## config.mk

```make
export PLATFORM = sky130hd
export DESIGN_NAME = tli_ctrl
export DESIGN_NICKNAME = d
export VERILOG_FILES = /design/src/hdl/tli_pkg.sv /design/src/hdl/tli_ctrl.sv
export SDC_FILE = /design/constraint.sdc
export NUM_CORES = 1
export LEC_CHECK = 0
export ABC_AREA = 0
export BUFFER_PORTS_ARGS = -buffer_cell sky130_fd_sc_hd__buf_4
export CORE_MARGIN = 2
export CORE_UTILIZATION = 40
export DETAILED_ROUTE_END_ITERATION = 12
export PLACE_DENSITY = 0.63
export SETUP_SLACK_MARGIN = 0.1
export SKIP_CTS_REPAIR_TIMING = 1
export SYNTH_ARGS = -nofsm -noshare
export SYNTH_HDL_FRONTEND = slang
export SYNTH_SLANG_ARGS = --single-unit
```

## constraint.sdc

```tcl
create_clock -name clock -period 3.2 [get_ports clock]
set_clock_uncertainty 0.2 [all_clocks]
set_input_delay 0.16 -clock clock [delete_from_list [all_inputs] [get_ports clock]]
set_output_delay 0.16 -clock clock [all_outputs]
set_load 0.005 [all_outputs]
```

## src/hdl/tli_pkg.sv

```systemverilog
// Shared types, constants and helpers of the table Lagrange interpolator.
// Used by tli_ctrl, tli_dp and table_lagrange_interpolator; no dependencies.
package tli_pkg;

   localparam int unsigned DEF_MAX_POINTS = 256;

   localparam int DATA_W    = 32;
   localparam int CNT_W     = 9;
   localparam int DEG_W     = 2;
   localparam int STAT_W    = 2;
   localparam int IDX_W     = 8;
   localparam int CSR_IDX_W = 1;
   localparam int STEP_W    = 6;
   localparam int NODE_W    = 2;
   localparam int NODES     = 4;
   localparam int MAG_W     = 33;
   localparam int DVD_W     = 63;
   localparam int WORD_W    = 64;
   localparam int PROD_W    = 128;
   localparam int FRAC_BITS = 30;

   localparam logic [CSR_IDX_W-1:0] CSR_POINT_COUNT = 1'b0;
   localparam logic [CSR_IDX_W-1:0] CSR_POLY_DEGREE = 1'b1;

   localparam logic [CNT_W-1:0] RST_POINT_COUNT = 9'd3;
   localparam logic [DEG_W-1:0] RST_POLY_DEGREE = 2'd2;

   localparam logic OP_LOAD  = 1'b0;
   localparam logic OP_QUERY = 1'b1;

   localparam logic [STAT_W-1:0] STATUS_OK    = 2'd0;
   localparam logic [STAT_W-1:0] STATUS_RANGE = 2'd1;
   localparam logic [STAT_W-1:0] STATUS_ORDER = 2'd2;

   localparam logic [STEP_W-1:0] DIV_LAST = 6'd62;
   localparam logic [STEP_W-1:0] MUL_LAST = 6'd4;

   localparam logic [WORD_W-1:0] WEIGHT_CAP = 64'h3FFF_FFFF_FFFF_FFFF;
   localparam logic [WORD_W-1:0] TERM_CAP   = 64'h1000_0000_0000_0000;
   localparam logic [WORD_W-1:0] WEIGHT_ONE = 64'h0000_0000_4000_0000;

   typedef enum logic [4:0] {
      DP_NOP,
      DP_LOAD,
      DP_LOAD_P,
      DP_CAP_X0,
      DP_CAP_XL,
      DP_CHECK,
      DP_SRCH_STEP,
      DP_WINDOW,
      DP_NODE_CAP,
      DP_TERM_INIT,
      DP_FACT_INIT,
      DP_DIV_STEP,
      DP_MUL_W_INIT,
      DP_MUL_T_INIT,
      DP_MUL_STEP,
      DP_W_SAT,
      DP_TERM_ACC,
      DP_RESULT
   } dp_op_type;

   typedef enum logic [2:0] {
      ADDR_REQ,
      ADDR_ZERO,
      ADDR_LAST,
      ADDR_MID,
      ADDR_NODE
   } addr_sel_type;

   typedef struct packed {
      dp_op_type          op;
      addr_sel_type       addr_sel;
      logic [NODE_W-1:0]  node_i;
      logic [NODE_W-1:0]  node_j;
      logic [STEP_W-1:0]  step;
   } dp_cmd_type;

   typedef struct packed {
      logic              order_err;
      logic              out_range;
      logic              srch_done;
      logic              skip;
      logic [NODE_W-1:0] last_node;
   } dp_sts_type;

   function automatic logic [WORD_W-1:0] sat_shift(input logic [PROD_W-1:0] prod,
                                                   input logic [WORD_W-1:0] cap);
      logic [WORD_W-1:0] r;
      r = prod[WORD_W+FRAC_BITS-1:FRAC_BITS];
      if (prod[PROD_W-1:WORD_W+FRAC_BITS] != '0) begin
         return cap;
      end
      if (r > cap) begin
         return cap;
      end
      return r;
   endfunction

endpackage

```

## src/hdl/tli_ctrl.sv

```systemverilog
// Sequencer of the interpolator: handshakes, search, node fetch and evaluation loops.
// Depends on tli_pkg; drives tli_dp through dp_cmd_type.
module tli_ctrl
   import tli_pkg::*;
(
   input  logic       clock,
   input  logic       reset,
   input  logic       req_valid,
   input  logic       req_op,
   input  logic       rsp_stall,
   input  dp_sts_type sts,
   output dp_cmd_type cmd,
   output logic       req_stall,
   output logic       rsp_valid
);

   typedef enum logic [3:0] {
      ST_IDLE,
      ST_CAP_X0,
      ST_CAP_XL,
      ST_CHECK,
      ST_SRCH_RD,
      ST_SRCH_CMP,
      ST_WINDOW,
      ST_NODE_RD,
      ST_NODE_CAP,
      ST_TERM_INIT,
      ST_FACT,
      ST_DIV,
      ST_MUL_W,
      ST_W_SAT,
      ST_MUL_T,
      ST_FINISH
   } state_type;

   state_type         state_ff, state_in;
   logic [NODE_W-1:0] i_ff, i_in, j_ff, j_in;
   logic [STEP_W-1:0] cnt_ff, cnt_in;
   logic              rsp_valid_ff, rsp_valid_in;
   logic              term_ff, term_in;

   always_comb begin
      state_in     = state_ff;
      i_in         = i_ff;
      j_in         = j_ff;
      cnt_in       = cnt_ff;
      term_in      = term_ff;
      rsp_valid_in = rsp_valid_ff && rsp_stall;
      cmd.op       = DP_NOP;
      cmd.addr_sel = ADDR_NODE;
      cmd.node_i   = i_ff;
      cmd.node_j   = j_ff;
      cmd.step     = cnt_ff;
      case (state_ff)
         ST_IDLE: begin
            cmd.addr_sel = (req_op == OP_LOAD) ? ADDR_REQ : ADDR_ZERO;
            if (req_valid) begin
               if (req_op == OP_LOAD) begin
                  cmd.op   = DP_LOAD;
                  state_in = ST_FINISH;
               end else begin
                  cmd.op   = DP_LOAD_P;
                  state_in = ST_CAP_X0;
               end
            end
         end
         ST_CAP_X0: begin
            cmd.op       = DP_CAP_X0;
            cmd.addr_sel = ADDR_LAST;
            state_in     = ST_CAP_XL;
         end
         ST_CAP_XL: begin
            cmd.op   = DP_CAP_XL;
            state_in = ST_CHECK;
         end
         ST_CHECK: begin
            cmd.op   = DP_CHECK;
            state_in = (sts.order_err || sts.out_range) ? ST_FINISH : ST_SRCH_RD;
         end
         ST_SRCH_RD: begin
            cmd.addr_sel = ADDR_MID;
            state_in     = sts.srch_done ? ST_WINDOW : ST_SRCH_CMP;
         end
         ST_SRCH_CMP: begin
            cmd.op   = DP_SRCH_STEP;
            state_in = ST_SRCH_RD;
         end
         ST_WINDOW: begin
            cmd.op   = DP_WINDOW;
            i_in     = '0;
            state_in = ST_NODE_RD;
         end
         ST_NODE_RD: begin
            state_in = ST_NODE_CAP;
         end
         ST_NODE_CAP: begin
            cmd.op = DP_NODE_CAP;
            if (i_ff == sts.last_node) begin
               j_in     = '0;
               state_in = ST_TERM_INIT;
            end else begin
               i_in     = i_ff + 1'b1;
               state_in = ST_NODE_RD;
            end
         end
         ST_TERM_INIT: begin
            cmd.op   = DP_TERM_INIT;
            i_in     = '0;
            state_in = ST_FACT;
         end
         ST_FACT: begin
            if (sts.skip) begin
               if (i_ff == sts.last_node) begin
                  cmd.op   = DP_MUL_T_INIT;
                  cnt_in   = '0;
                  term_in  = 1'b1;
                  state_in = ST_MUL_T;
               end else begin
                  i_in = i_ff + 1'b1;
               end
            end else begin
               cmd.op   = DP_FACT_INIT;
               cnt_in   = '0;
               state_in = ST_DIV;
            end
         end
         ST_DIV: begin
            cmd.op = DP_DIV_STEP;
            if (cnt_ff == DIV_LAST) begin
               cnt_in   = '0;
               state_in = ST_MUL_W;
            end else begin
               cnt_in = cnt_ff + 1'b1;
            end
            if (cnt_ff == DIV_LAST) begin
               term_in = 1'b0;
            end
         end
         ST_MUL_W: begin
            if (!term_ff) begin
               cmd.op  = DP_MUL_W_INIT;
               term_in = 1'b1;
            end else begin
               cmd.op = DP_MUL_STEP;
               if (cnt_ff == MUL_LAST) begin
                  state_in = ST_W_SAT;
               end else begin
                  cnt_in = cnt_ff + 1'b1;
               end
            end
         end
         ST_W_SAT: begin
            cmd.op = DP_W_SAT;
            if (i_ff == sts.last_node) begin
               state_in = ST_FACT;
               i_in     = i_ff;
               cnt_in   = '0;
               state_in = ST_MUL_T;
               term_in  = 1'b0;
            end else begin
               i_in     = i_ff + 1'b1;
               state_in = ST_FACT;
            end
         end
         ST_MUL_T: begin
            if (!term_ff) begin
               cmd.op  = DP_MUL_T_INIT;
               term_in = 1'b1;
            end else if (cnt_ff == MUL_LAST + 1'b1) begin
               cmd.op = DP_TERM_ACC;
               if (j_ff == sts.last_node) begin
                  state_in = ST_FINISH;
               end else begin
                  j_in     = j_ff + 1'b1;
                  state_in = ST_TERM_INIT;
               end
            end else begin
               cmd.op = DP_MUL_STEP;
               cnt_in = cnt_ff + 1'b1;
            end
         end
         ST_FINISH: begin
            if (!rsp_valid_ff || !rsp_stall) begin
               cmd.op       = DP_RESULT;
               rsp_valid_in = 1'b1;
               state_in     = ST_IDLE;
            end
         end
         default: begin
            state_in = ST_IDLE;
         end
      endcase
   end

   always_ff @(posedge clock) begin
      if (reset) begin
         state_ff     <= ST_IDLE;
         i_ff         <= '0;
         j_ff         <= '0;
         cnt_ff       <= '0;
         term_ff      <= 1'b0;
         rsp_valid_ff <= 1'b0;
      end else begin
         state_ff     <= state_in;
         i_ff         <= i_in;
         j_ff         <= j_in;
         cnt_ff       <= cnt_in;
         term_ff      <= term_in;
         rsp_valid_ff <= rsp_valid_in;
      end
   end

   assign req_stall = (state_ff != ST_IDLE);
   assign rsp_valid = rsp_valid_ff;

endmodule

```

Word-level counts from Yosys, hierarchy flattened

Index checks and enable logic that the tools add are counted.

Bits in registers: 16
Bits in latches: 0
RAM bits: 0
Bits in read-only memories: 0
Input port bits: 11
Output and inout bits: 20
Memories kept: 0

Add/subtract/negate cells: 3
$mul: 0
Divide/modulo/power cells: 0
Magnitude comparators: 0
Eq/ne operators: 35
Shift operators: 0
Muxes and demuxes: 50
Bitwise logic cells: 0
Reductions and logical operators: 19

Operators by type and width:

| cell                                                                   | number |
|---|---|
| 5-bit case mux with 14 select lines                                    | 1 |
| 4-bit case mux with 16 select lines                                    | 1 |
| 4-bit two-way mux                                                      | 13 |
| 6-bit two-way mux                                                      | 7 |
| 4-bit equality test (second input constant)                            | 8 |
| 6-bit case mux with 5 select lines                                     | 1 |
| 2-bit inequality test (second input constant)                          | 14 |
| 2-bit two-way mux                                                      | 10 |
| 5-bit two-way mux                                                      | 4 |
| 4-bit by 3-bit equality test with 1-bit output (second input constant) | 4 |
| 5-bit AND reduction                                                    | 3 |
| 6-bit by 3-bit equality test with 1-bit output (second input constant) | 2 |
| 3-bit case mux with 3 select lines                                     | 1 |
| 4-bit by 2-bit equality test with 1-bit output (second input constant) | 2 |
| 8-bit AND reduction                                                    | 1 |
| 4-bit nonzero test                                                     | 2 |
| 1-bit two-way mux                                                      | 7 |
| 6-bit by 1-bit adder with 6-bit output (second input constant)         | 1 |
| 6-bit equality test (second input constant)                            | 1 |
| 3-bit two-way mux                                                      | 2 |
| 2-bit case mux with 3 select lines                                     | 1 |
| 2-bit OR reduction                                                     | 3 |
| 5-bit nonzero test                                                     | 1 |
| 2-bit by 1-bit adder with 2-bit output (second input constant)         | 2 |
| other kinds (12)                                                       | 15 |

Depth between registers and ports, before layout

Gate-level depths: netlist of run 1.

Word-level depth: 5
Depth in mapped cells: 8
Gate-level depth less buffers: 7

Worst setup path after synthesis of run 1

Ideal clock, no wire load.

Kind: flip-flop to flip-flop
From: register cnt_ff[0]
To: register cnt_ff[3]
Library setup time: 0.092 ns
Arrival: 1.785 ns
Data required time: 2.908 ns
Slack: 1.122 ns
Cell stages (with the launch flop): 8
Buffers on the path: 0
Path through: dfxtp_1 > inv_1 > ha_1 > mux2_1 > nand4_1 > nand4b_1 > a211o_1 > o32ai_1

Word-level cells in the longest chain between the ends: 4
Elaborated cells on any way between the ends: 13
Classes of those cells: add/sub: 1; eq/ne: 5; mux: 6; reduce/logical: 1

RTL lines:

| what                                   | line                                              | source |
|---|---|---|
| start, declared                        | tli_ctrl.sv:38                                    | `logic [STEP_W-1:0] cnt_ff, cnt_in;` |
| start signal, assigned                 | tli_ctrl.sv:207                                   | `cnt_ff <= cnt_in;` |
| 6-bit by 1-bit adder with 6-bit output | tli_ctrl.sv:133, tli_ctrl.sv:148, tli_ctrl.sv:179 |  |
| 6-bit two-way mux (on tied branches)   | tli_ctrl.sv:169, tli_ctrl.sv:145                  |  |
| 6-bit two-way mux (on tied branches)   | tli_ctrl.sv:166, tli_ctrl.sv:140                  |  |
| 6-bit case mux with 5 select lines     | tli_ctrl.sv:54                                    | `case (state_ff)` |

Parallel ways exist; a longest one is shown, timed or not. The select of a mux whose other input is x is not followed.
A chain may end at the register's enable or synchronous reset.

==> summary by stage, run 1 <==
Pwr
Summed over all cells, the static leakage comes to 0.718 nW. The switching fraction of total power is 47.4%. The combinational group share of total power is 59.3%. Registers are responsible for 26.2% of the overall power. The cell-internal power is 690 uW. The share of total power in the clock network is 14.6%. The worst supply voltage drop on vdd is 0.000378 V. The total net switching power is 621 uW. The power density over the cells is 666 nW/um^2.

Worst hold path
The worst hold path passes through 3 cells. The sink of the worst hold path is rsp_valid$_SDFF_PP0_. The path class of the lowest-slack min-delay path is in2reg.

The startpoint identified for the worst hold timing path is rsp_stall.

Worst setup path
The top fanout value on the critical path is 27. The data arrival time of the worst path is 2210 ps. The kind of launch point of the worst setup path is a flop.

The class of the most critical setup path is reg2out. The critical path capture point type is an output pin. The origin of the critical flop-to-flop path is state_ff[2]$_SDFFE_PP0P_. The setup check on the worst reg-to-reg path leaves a slack of 790 ps. STA puts the critical path data required time at 2840 ps. The critical path starts at state_ff[2]$_SDFFE_PP0P_. In this run the critical register-to-register path is captured at i_ff[1]$_SDFFE_PP0P_. The cell depth of the worst flop-to-flop path is 5.

STA
The setup TNS is 0 ps. The worst path needs 2570 ps of the cycle, external delays included. For this run, the top clock speed supported by timing is 0.390 GHz.

The number of endpoints with negative hold slack in the final report is 0. At the pin with the least slew margin, the transition time is 893 ps. The final worst hold slack is 0.393 ps. The final count of pins violating max slew was 0.

Setup repair after global routing left no endpoint under its margin. Setup violations remaining at the end of the flow were counted as 0. The final period utilization is 80.2%. Measured against its own limit, the worst slew margin works out to 40.4%.

Final layout
The leading cell type in the layout, fill and taps excluded is buf_4. Leaving out fill and tap cells, the most frequent cells in the layout are 35 x buf_4, 24 x nand2_1, 18 x a21oi_1. The post-route netlist has 17.9% of its cells at a drive strength greater than 1. Excluding fillers, the count of instances in the completed layout stands at 307. The layout has 422 filler cells. The finished cells cover 1970 um^2. At the end of the flow, the number of nets in the layout was 273. The repair_antennas step left the layout with diodes totalling 0. The area growth from synthesis to layout is 19.6%.

Global route
The number of global-route vias before repair is 1,614. For this run the aggregate overflow at the end of global routing stands at 0. The largest net degree at the start of global routing is 28. The all-layer global routing usage is 22.6%. The initial antenna violation count came to 0.

The first-pass GRT wire length is 7960 um.

Status
The run finished with clean final reports.

Synthesis
Counting flops with an async set or reset pin after synthesis yields a share of 0%. The number of different library cells used by synthesis comes to 55. The portion of the post-synthesis area used by sequential elements is 19.5%. After synthesis the netlist holds a flip-flop and latch count of 16. The cell area after synthesis is 1640 um^2. Among all flip-flop cells after synthesis, the most frequent one is dfxtp_1.

The number of enable flip-flop cells after synthesis is 0. Yosys printed 0 warnings. Counting every instance in the synthesized netlist gives 233. The post-synthesis average cell area is 7.06 um^2. When the netlist entered floorplanning its net count stood at 248.

Drt
The remaining routing DRC violations is 0. Using the TritonRoute via totals, the vias-per-cell ratio works out to 6.04. The first-iteration detailed-routing DRC count is 146.

After detailed routing, the total wire length is 4980 um. Dividing the detail-routed wire length by the instance count gives 16.2 um. In this run the remaining antenna-violating nets after routing total 0.

The first-pass iteration count of the detailed router is 5. For this block, the via count after detailed routing is 1,854.

Placed design
During placement, the flow inserted port buffers numbering 30. The standard cell area after detailed placement is 1900 um^2. The total instance count after detailed placement is 302.

The placer congestion estimate is 1.00. The estimated wirelength of the detail-placed design is 3670 um.

Die
The die covers 4640 um^2. The core region is 3970 um^2. Once the floorplan was initialized, standard cells occupied 41.4% of the core. 31 I/O pins were placed. The width of the chip is 68.1 um. The height of the die is 68.1 um. The number of rows in the core area is 23.

CTS
The count of clock tree sinks is 16. The clock tree buffer depth is 2. The level count of the clock H-tree is 1.

The clock latency on the worst-skew pair is 260 ps. The number of buffers created by CTS is 3. The tree is rooted in a clkbuf_8. The CTS tree is done. The post-CTS clock slew at the launch and capture registers of the worst setup and hold paths is 70 ps.

Flow run
The count of maximum capacitance violations is 0.
routing by layer:
metal	track usage [%]	vias up	part of all wire, %
met3	7.73	6	9.7
met1	30.7	840	45
li1	-	928	-
met2	35.1	80	44
met5	0	-	0
met4	3.50	0	1.2
logic make-up (layout without fill, tap and decap cells):
group | after synthesis | in the layout | synth area share (%)
simple gates | 100 | 100 | 32.6
compound gates | 78 | 78 | 32.0
buf+inv | 23 | 47 | 5.71
flops | 16 | 16 | 19.5
xor+xnor | 9 | 9 | 5.25
fa+ha+maj | 4 | 4 | 3.04
mux | 3 | 3 | 1.90
worst max path at each step:
stage | slack (ps) | to | cells after the start
after floorplan | 1120 | cnt_ff[3]$_SDFFE_PP0P_ | 7
after global placement | 830 | i_ff[1]$_SDFFE_PP0P_ | 5
after detailed placement | 830 | i_ff[1]$_SDFFE_PP0P_ | 5
after CTS | 660 | cmd[13] | 5
after global routing | 470 | cmd[15] | 5
final | 630 | cmd[13] | 5
Yosys cell counts (all sizes together), types with 3 or more instances:
master | count | share of area, %
clkbuf | 9 | 2.1
buf | 7 | 2.1
a31oi | 4 | 1.5
nor2 | 17 | 3.9
a22oi | 4 | 1.8
a21oi | 18 | 5.5
nor4 | 3 | 1.5
o22ai | 4 | 1.5
ha | 4 | 3.0
o21ai | 19 | 5.8
nor2b | 4 | 1.5
nand2b | 7 | 2.7
a211oi | 6 | 3.3
xnor2 | 4 | 2.6
nand3 | 16 | 4.9
and3 | 3 | 1.1
o32ai | 3 | 1.6
nand3b | 3 | 1.4
xor2 | 5 | 2.7
nand2 | 24 | 5.5
nor3 | 5 | 1.5
dfxtp | 16 | 19
nand4 | 5 | 1.9
inv | 7 | 1.6
final cells by class:
cell class	instances	area [um^2]	share of cell area, %
clock buffer	4	55.1	2.80
inverter	7	26.3	1.34
multi-input combinational	194	1230	62.5
sequential	16	320	16.3
tap	50	62.6	3.18
timing repair buffer	36	273	13.9
power groups by stage:
stage	clock (mW)	sequential (mW)	combinational, mW
after detailed placement	0	0.341	0.761
after floorplan	0	0.251	0.598
after global placement	0	0.340	0.768
after CTS	0.201	0.336	0.764
after global routing	0.204	0.351	0.853
final	0.191	0.343	0.777
worst max-delay path, stage by stage (launching register included):
cell and delay (ps):
dfxtp_1 910, and2_1 370, nand2_1 180, o22a_1 250, o211ai_1 90, buf_4 140
per-stage QoR:
step	setup slack (ps)	utilization (%)	power, mW
2_1_floorplan	1120	-	0.849
3_3_place_gp	835	47.9	1.11
3_5_place_dp	832	47.9	1.10
4_1_cts	664	49.3	1.30
5_1_grt	466	49.5	1.41
6_report	633	49.5	1.31
sequential cells by signal (all words and copies together) (netlist names):
name,flops
state_ff,4
j_ff,2
term_ff,1
cnt_ff,6
i_ff,2
rsp_valid,1
No activity file was read; power rests on OpenSTA's default activity.
==> inputs of run 2 (changes only) <==
--- a/config.mk
+++ b/config.mk
@@ -10,7 +10,7 @@
 export CORE_MARGIN = 2
 export CORE_UTILIZATION = 40
 export DETAILED_ROUTE_END_ITERATION = 12
-export PLACE_DENSITY = 0.63
+export PLACE_DENSITY = 0.65
 export SETUP_SLACK_MARGIN = 0.1
 export SKIP_CTS_REPAIR_TIMING = 1
 export SYNTH_ARGS = -nofsm -noshare
==> constraint.sdc (replaced) <==
create_clock -name clock -period 2.09 [get_ports clock]
set_clock_uncertainty 0.2 [all_clocks]
set_input_delay 0.1045 -clock clock [delete_from_list [all_inputs] [get_ports clock]]
set_output_delay 0.1045 -clock clock [all_outputs]
set_load 0.005 [all_outputs]
==> summary by stage, run 2 (same netlist as run 1, synthesis figures left out) <==
CTS
In this run the number of H-tree levels came out at 1. The tree is rooted in a clkbuf_8. TritonCTS created 3 clock buffers.

The CTS tree is done. After clock tree synthesis, the clock-pin slew on the worst setup and hold paths is 70 ps. The longest clock path from root to sink contains 2 buffers.

The count of clock tree sinks is 16. The clock reaches the later pin of the worst-skew pair after 260 ps.

Final layout
The share of layout cells above drive strength 1 is 38.4%. The relative area change from synthesis to final layout is 48.8%. The flip-flop count of the largest register after layout is 6. The leading cell type in the layout, fill and taps excluded is buf_4. The multi-input combinational cells in the finished layout cover a total of 1390 um^2.

Registers take 342 um^2. The largest registers in the layout are cnt_ff x6, state_ff x4. The summed area of non-filler cells in the final layout is 2450 um^2. The number of antenna cells inserted is 0. The count of cells in the finished layout, fillers not included, comes to 344. The register bank with the most flops is cnt_ff. The library cells used most frequently in the layout, excluding fill and tap cells, are 70 x buf_4, 24 x nand2_1, 16 x nor2_1, 16 x a21oi_1. The number of filler cells placed in the layout is 365. After the last flow step, the layout net total stands at 310.

Pwr
Overall power consumption after layout is estimated at 2.40 mW. In this run the power density over the cells is 983 nW/um^2. The worst supply voltage drop on vdd is 0.000707 V. The leakage power is 0.946 nW.

Status
The flow ran to the end, and the final reports show no timing, DRC or antenna violations.

Worst setup path
The kind of launch point of the worst setup path is a flop. The setup path with the least slack is of type reg2reg. The worst setup path is captured at a flop. The highest cell delay on the worst timing path is 380 ps. Traced cell by cell, the critical path runs through inv_4 > ha_4 > mux2_4 > nand4_1 > nand4b_1 > buf_4 > nor4_1 > a211oi_2. The master of the slowest instance on the critical path is dfxtp_4.

STA puts the critical path data required time at 2030 ps. The top fanout value on the critical path is 3. The data arrival time of the worst path is 1930 ps.

STA
For the pin with the worst max-slew slack, the measured transition is 358 ps. The number of endpoints with negative hold slack in the final report is 0. For the final routed database, the setup TNS stands at 0 ps.

The final count of pins violating max slew is 0. The final period utilization is 95.4%. The headroom to the max-slew limit is 75.9%. Setup repair after global routing could not meet its margin everywhere.

Based on the critical path, the design can be clocked at up to 0.502 GHz. The minimum period implied by the final worst setup slack is 1990 ps. Setup violations remaining at the end of the flow were counted as 0.

Worst hold path
The path class of the lowest-slack min-delay path is in2reg.

Placed design
The number of placed instances, taps included, is 330. Routability-driven placement finished with a final weighted congestion of 0.938. Summed over all nets, the half-perimeter wirelength after detailed placement is 4050 um.

In this run the cell area measured after placement is 2130 um^2. In this run the tool buffered the top-level ports with 30 buffer cells.

Global route
The number of global-route vias before repair is 1,761. Entering global routing, the biggest net connects 19 pins. The initial antenna violation count is 0. The total overflow left after global routing is 0. The first-pass GRT wire length is 8580 um. Global routing consumed, over all layers together, 24.4% of the routing resources.

Die
During I/O placement, the number of pins put on the boundary was 31. The height of the die is 68.1 um. The overall die area is 4640 um^2. After floorplanning, the core was divided into 23 placement rows. For this configuration, the core starts out at a cell density of 41.4%. The width of the chip is 68.1 um. The placeable core region is 3970 um^2.

Drt
After detailed routing, the average wire length per cell comes to 16.4 um. The routed layout has 2,041 vias. In the routed design, unresolved DRC markers number 0. The first-iteration detailed-routing DRC count is 156.

In the routed layout, each cell is associated on average with a via count of 5.93. The first-pass iteration count of the detailed router is 4. The sum of routed wire length over all layers is 5650 um. The count of nets left with antenna violations once routing finished came out at 0.

Flow run
The count of maximum capacitance violations is 0.
[run 2: cell count changes in the layout (fill, tap and decap cells not counted), sizes merged]
cell,delta
dlygate4sd3,+1
buf,+36
[run 2: critical path, delay by kind of cell (launching register included)]
kind	cells	cell delay, ps
mux	1	270
buf+inv	2	220
flops	1	380
fa+ha+maj	1	150
compound gates	1	80
simple gates	3	570
[run 2: worst paths after layout]
kind                               start  cells after the start  slack, ps                       end
setup / recovery  cnt_ff[0]$_SDFFE_PP0P_                      8        100    cnt_ff[0]$_SDFFE_PP0P_
hold reg to reg     rsp_valid$_SDFF_PP0_                      2        340      rsp_valid$_SDFF_PP0_
setup reg to reg  cnt_ff[0]$_SDFFE_PP0P_                      8        100    cnt_ff[0]$_SDFFE_PP0P_
hold / removal                    sts[3]                      4        140  state_ff[1]$_SDFFE_PP0P_
[run 2: power by group]
part           internal (mW)  switching, mW  total (mW)
sequential             0.360          0.118       0.478
clock                  0.168          0.127       0.295
combinational          0.809          0.824        1.63
[run 2: area by class of cell]
cell class | instances | area share [%]
Clock buffer | 4 | 2.25
Multi-Input combinational cell | 194 | 56.8
Timing Repair Buffer | 73 | 23.1
Tap cell | 50 | 2.56
Inverter | 7 | 1.28
Sequential cell | 16 | 14.0
[run 2: per-layer routing]
layer | global-route usage [%] | vias to the layer above | part of all wire (%)
met5 | 0 | - | 0
met4 | 7.00 | 0 | 0.57
met3 | 4.28 | 4 | 7.3
met2 | 38.2 | 77 | 47
met1 | 34.2 | 959 | 45
li1 | - | 1001 | -
[run 2: through the flow]
stage                     worst slack (ps)  util, %  hold WS [ps]
final                                 96.5     61.6           136
after global routing                  15.7     61.6           159
after CTS                             -104     54.9         -69.9
after detailed placement             -39.9     53.6           203
after global placement               -39.2     53.6           205
after floorplan                        114        -          63.4
==> inputs of run 3 (changes only) <==
--- a/config.mk
+++ b/config.mk
@@ -7,6 +7,7 @@
 export LEC_CHECK = 0
 export ABC_AREA = 0
 export BUFFER_PORTS_ARGS = -buffer_cell sky130_fd_sc_hd__buf_4
+export CORE_ASPECT_RATIO = 1.1
 export CORE_MARGIN = 2
 export CORE_UTILIZATION = 40
 export DETAILED_ROUTE_END_ITERATION = 12
==> summary by stage, run 3 (same netlist as run 1, synthesis figures left out) <==
STA
The fmax is 0.491 GHz. Subtracting the final worst setup slack from the clock period gives 2030 ps. The final count of pins violating max slew is 0. The final worst hold slack is 138 ps.

The final period utilization is 97.4%. The actual slew at the worst max-slew pin is 377 ps. Setup repair after global routing could not meet its margin everywhere.

The setup violation total in the final timing report is 0. The headroom to the max-slew limit is 74.7%. The number of endpoints with negative hold slack in the final report is 0. The setup TNS is 0 ps.

Placed design
The placer congestion estimate is 0.970. The total instance count after detailed placement is 332. The number of input and output port buffers inserted is 30. The estimated wirelength of the detail-placed design is 4130 um.

Worst setup path
The number of cells on the worst reg-to-reg path is 7. The top fanout value on the critical path is 6. STA classifies the critical path endpoint as an output pin. Data arrives at the worst endpoint at 1730 ps. In this design, the critical path's most frequently occurring cell is buf_4.

The worst reg-to-reg setup slack is 70 ps. The launching instance or port of the critical path is state_ff[3]$_SDFFE_PP0P_. The startpoint identified for the worst register-to-register timing path is cnt_ff[0]$_SDFFE_PP0P_.

Data on the critical path is required at its endpoint by 1790 ps. The signal on the critical path passes through buf_4 > or4_4 > buf_4 > nor2_4 > nand2_1 > nand3_1 > buf_4. The worst setup path is launched from a flop. The class of the most critical setup path is reg2out. The master of the slowest instance on the critical path is or4_4. The highest cell delay on the worst timing path is 480 ps. The worst register-to-register path ends at cnt_ff[5]$_SDFFE_PP0P_.

Final layout
The largest registers in the layout are cnt_ff x6, state_ff x4. The register bank with the most flops is cnt_ff. In the layout the commonest cells are 70 x buf_4, 24 x nand2_1, 18 x a21oi_1. Leaving out filler cells and counting taps, the final layout contains 348. The flip-flop count of the largest register after layout is 6. Compared with the post-synthesis result, the final layout area differs by 49.0%. The final layout net count is 312.

In the final layout, the share of cells above drive strength 1 is 37.8%. Leaving out fill and tap cells, the most frequent cell in the layout is buf_4. 0 antenna diodes ended up in the layout.

For this run, the share of the core covered by cells in the final layout is 61.8%. The number of filler cells placed in the layout is 370.

CTS
The clock latency on the worst-skew pair is 260 ps. The number of buffers created by CTS is 3. The root buffer selected by CTS is clkbuf_8. Clock-pin slew was measured on the worst setup and hold paths at 70 ps. Counting every sink on the clock net gives 16.

The level count of the clock H-tree is 1. TritonCTS built the clock tree. No sink is reached through more buffers than the 2 on the longest clock path.

Pwr
VDD sags by at most 0.000375 V. Overall power consumption after layout is estimated at 2.43 mW. The leakage power is 0.951 nW. The power density over the cells is 993 nW/um^2.

Global route
Entering global routing, the biggest net connects 15 pins. The first-pass GRT wire length is 8910 um. After global routing the overflow that remains totals 0. Global routing consumed, over all layers together, 24.2% of the routing resources. The initial antenna violation count is 0. The number of global-route vias before repair is 1,921.

Drt
The pre-antenna-repair detailed-routing pass consisted of 5 iterations. The post-route antenna net violation count is 0. The total number of vias is 2,110. The detail-routed net length per standard cell is 16.3 um. The remaining routing DRC violations is 0.

The sum of routed wire length over all layers is 5660 um. The first-iteration detailed-routing DRC count is 254. The number of vias per cell is 6.06.

Worst hold path
The worst hold path was traced through 4 stages. The launch instance of the worst min-delay path is sts[2]. The tightest min-delay check is of the in2reg type. The path with the worst hold slack has its endpoint at state_ff[2]$_SDFFE_PP0P_.

Die
The die covers 4640 um^2. Once the floorplan was initialized, standard cells occupied 41.5% of the core. The number of top-level pins is 31. The die is 65.1 um wide. The floorplan step defined a core boundary enclosing 3960 um^2. The number of rows in the core area is 24. The height of the die is 71.2 um.

Status
The run finished with clean final reports.

Flow run
Max-cap violations in this run came to 0.
==> run 3: cell count changes in the layout (fill, tap and decap cells not counted), sizes merged <==
cell	delta
buf	+2
==> run 3: worst max path at each step <==
stage                                     endpoint  slack, ps  depth (start not counted)
final                                      cmd[14]         60                          7
after global routing                       cmd[17]        -30                          5
after CTS                                  cmd[14]       -150                          7
after detailed placement    cnt_ff[0]$_SDFFE_PP0P_         10                          7
after global placement    state_ff[2]$_SDFFE_PP0P_         40                          5
after floorplan             cnt_ff[3]$_SDFFE_PP0P_        110                          7
==> run 3: cell type report <==
| type | instances | area, um^2 | share of cell area (%) |
|---|---|---|---|
| Multi-Input combinational cell | 194 | 1370 | 55.9 |
| Timing Repair Buffer | 75 | 588 | 24.0 |
| Sequential cell | 16 | 343 | 14.0 |
| Tap cell | 52 | 65.1 | 2.66 |
| Clock buffer | 4 | 55.1 | 2.25 |
| Inverter | 7 | 28.8 | 1.17 |
==> run 3: routing by layer <==
layer	vias to the layer above	GRT usage (%)	wire length, um
li1	1006	-	-
met5	-	0	0
met2	98	40.8	2770
met4	0	10.9	138
met1	993	30.5	2350
met3	13	3.61	404
==> run 3: worst max-delay path: cells and delay by family, from the launching register on <==
kind | cells | cell delay (ps)
simple gates | 4 | 700
flops | 1 | 350
buf+inv | 3 | 420
==> run 3: report_power, final <==
group	internal [mW]	total, mW	switching [mW]
clock	0.168	0.287	0.119
combinational	0.828	1.71	0.878
sequential	0.362	0.439	0.0777
==> run 3: per-stage QoR <==
stage,worst slack (ps),cell area [um^2]
after floorplan,114,1650
after global placement,37.2,2130
after detailed placement,14.5,2130
after CTS,-149,2180
after global routing,-26.3,2450
final,55.2,2450
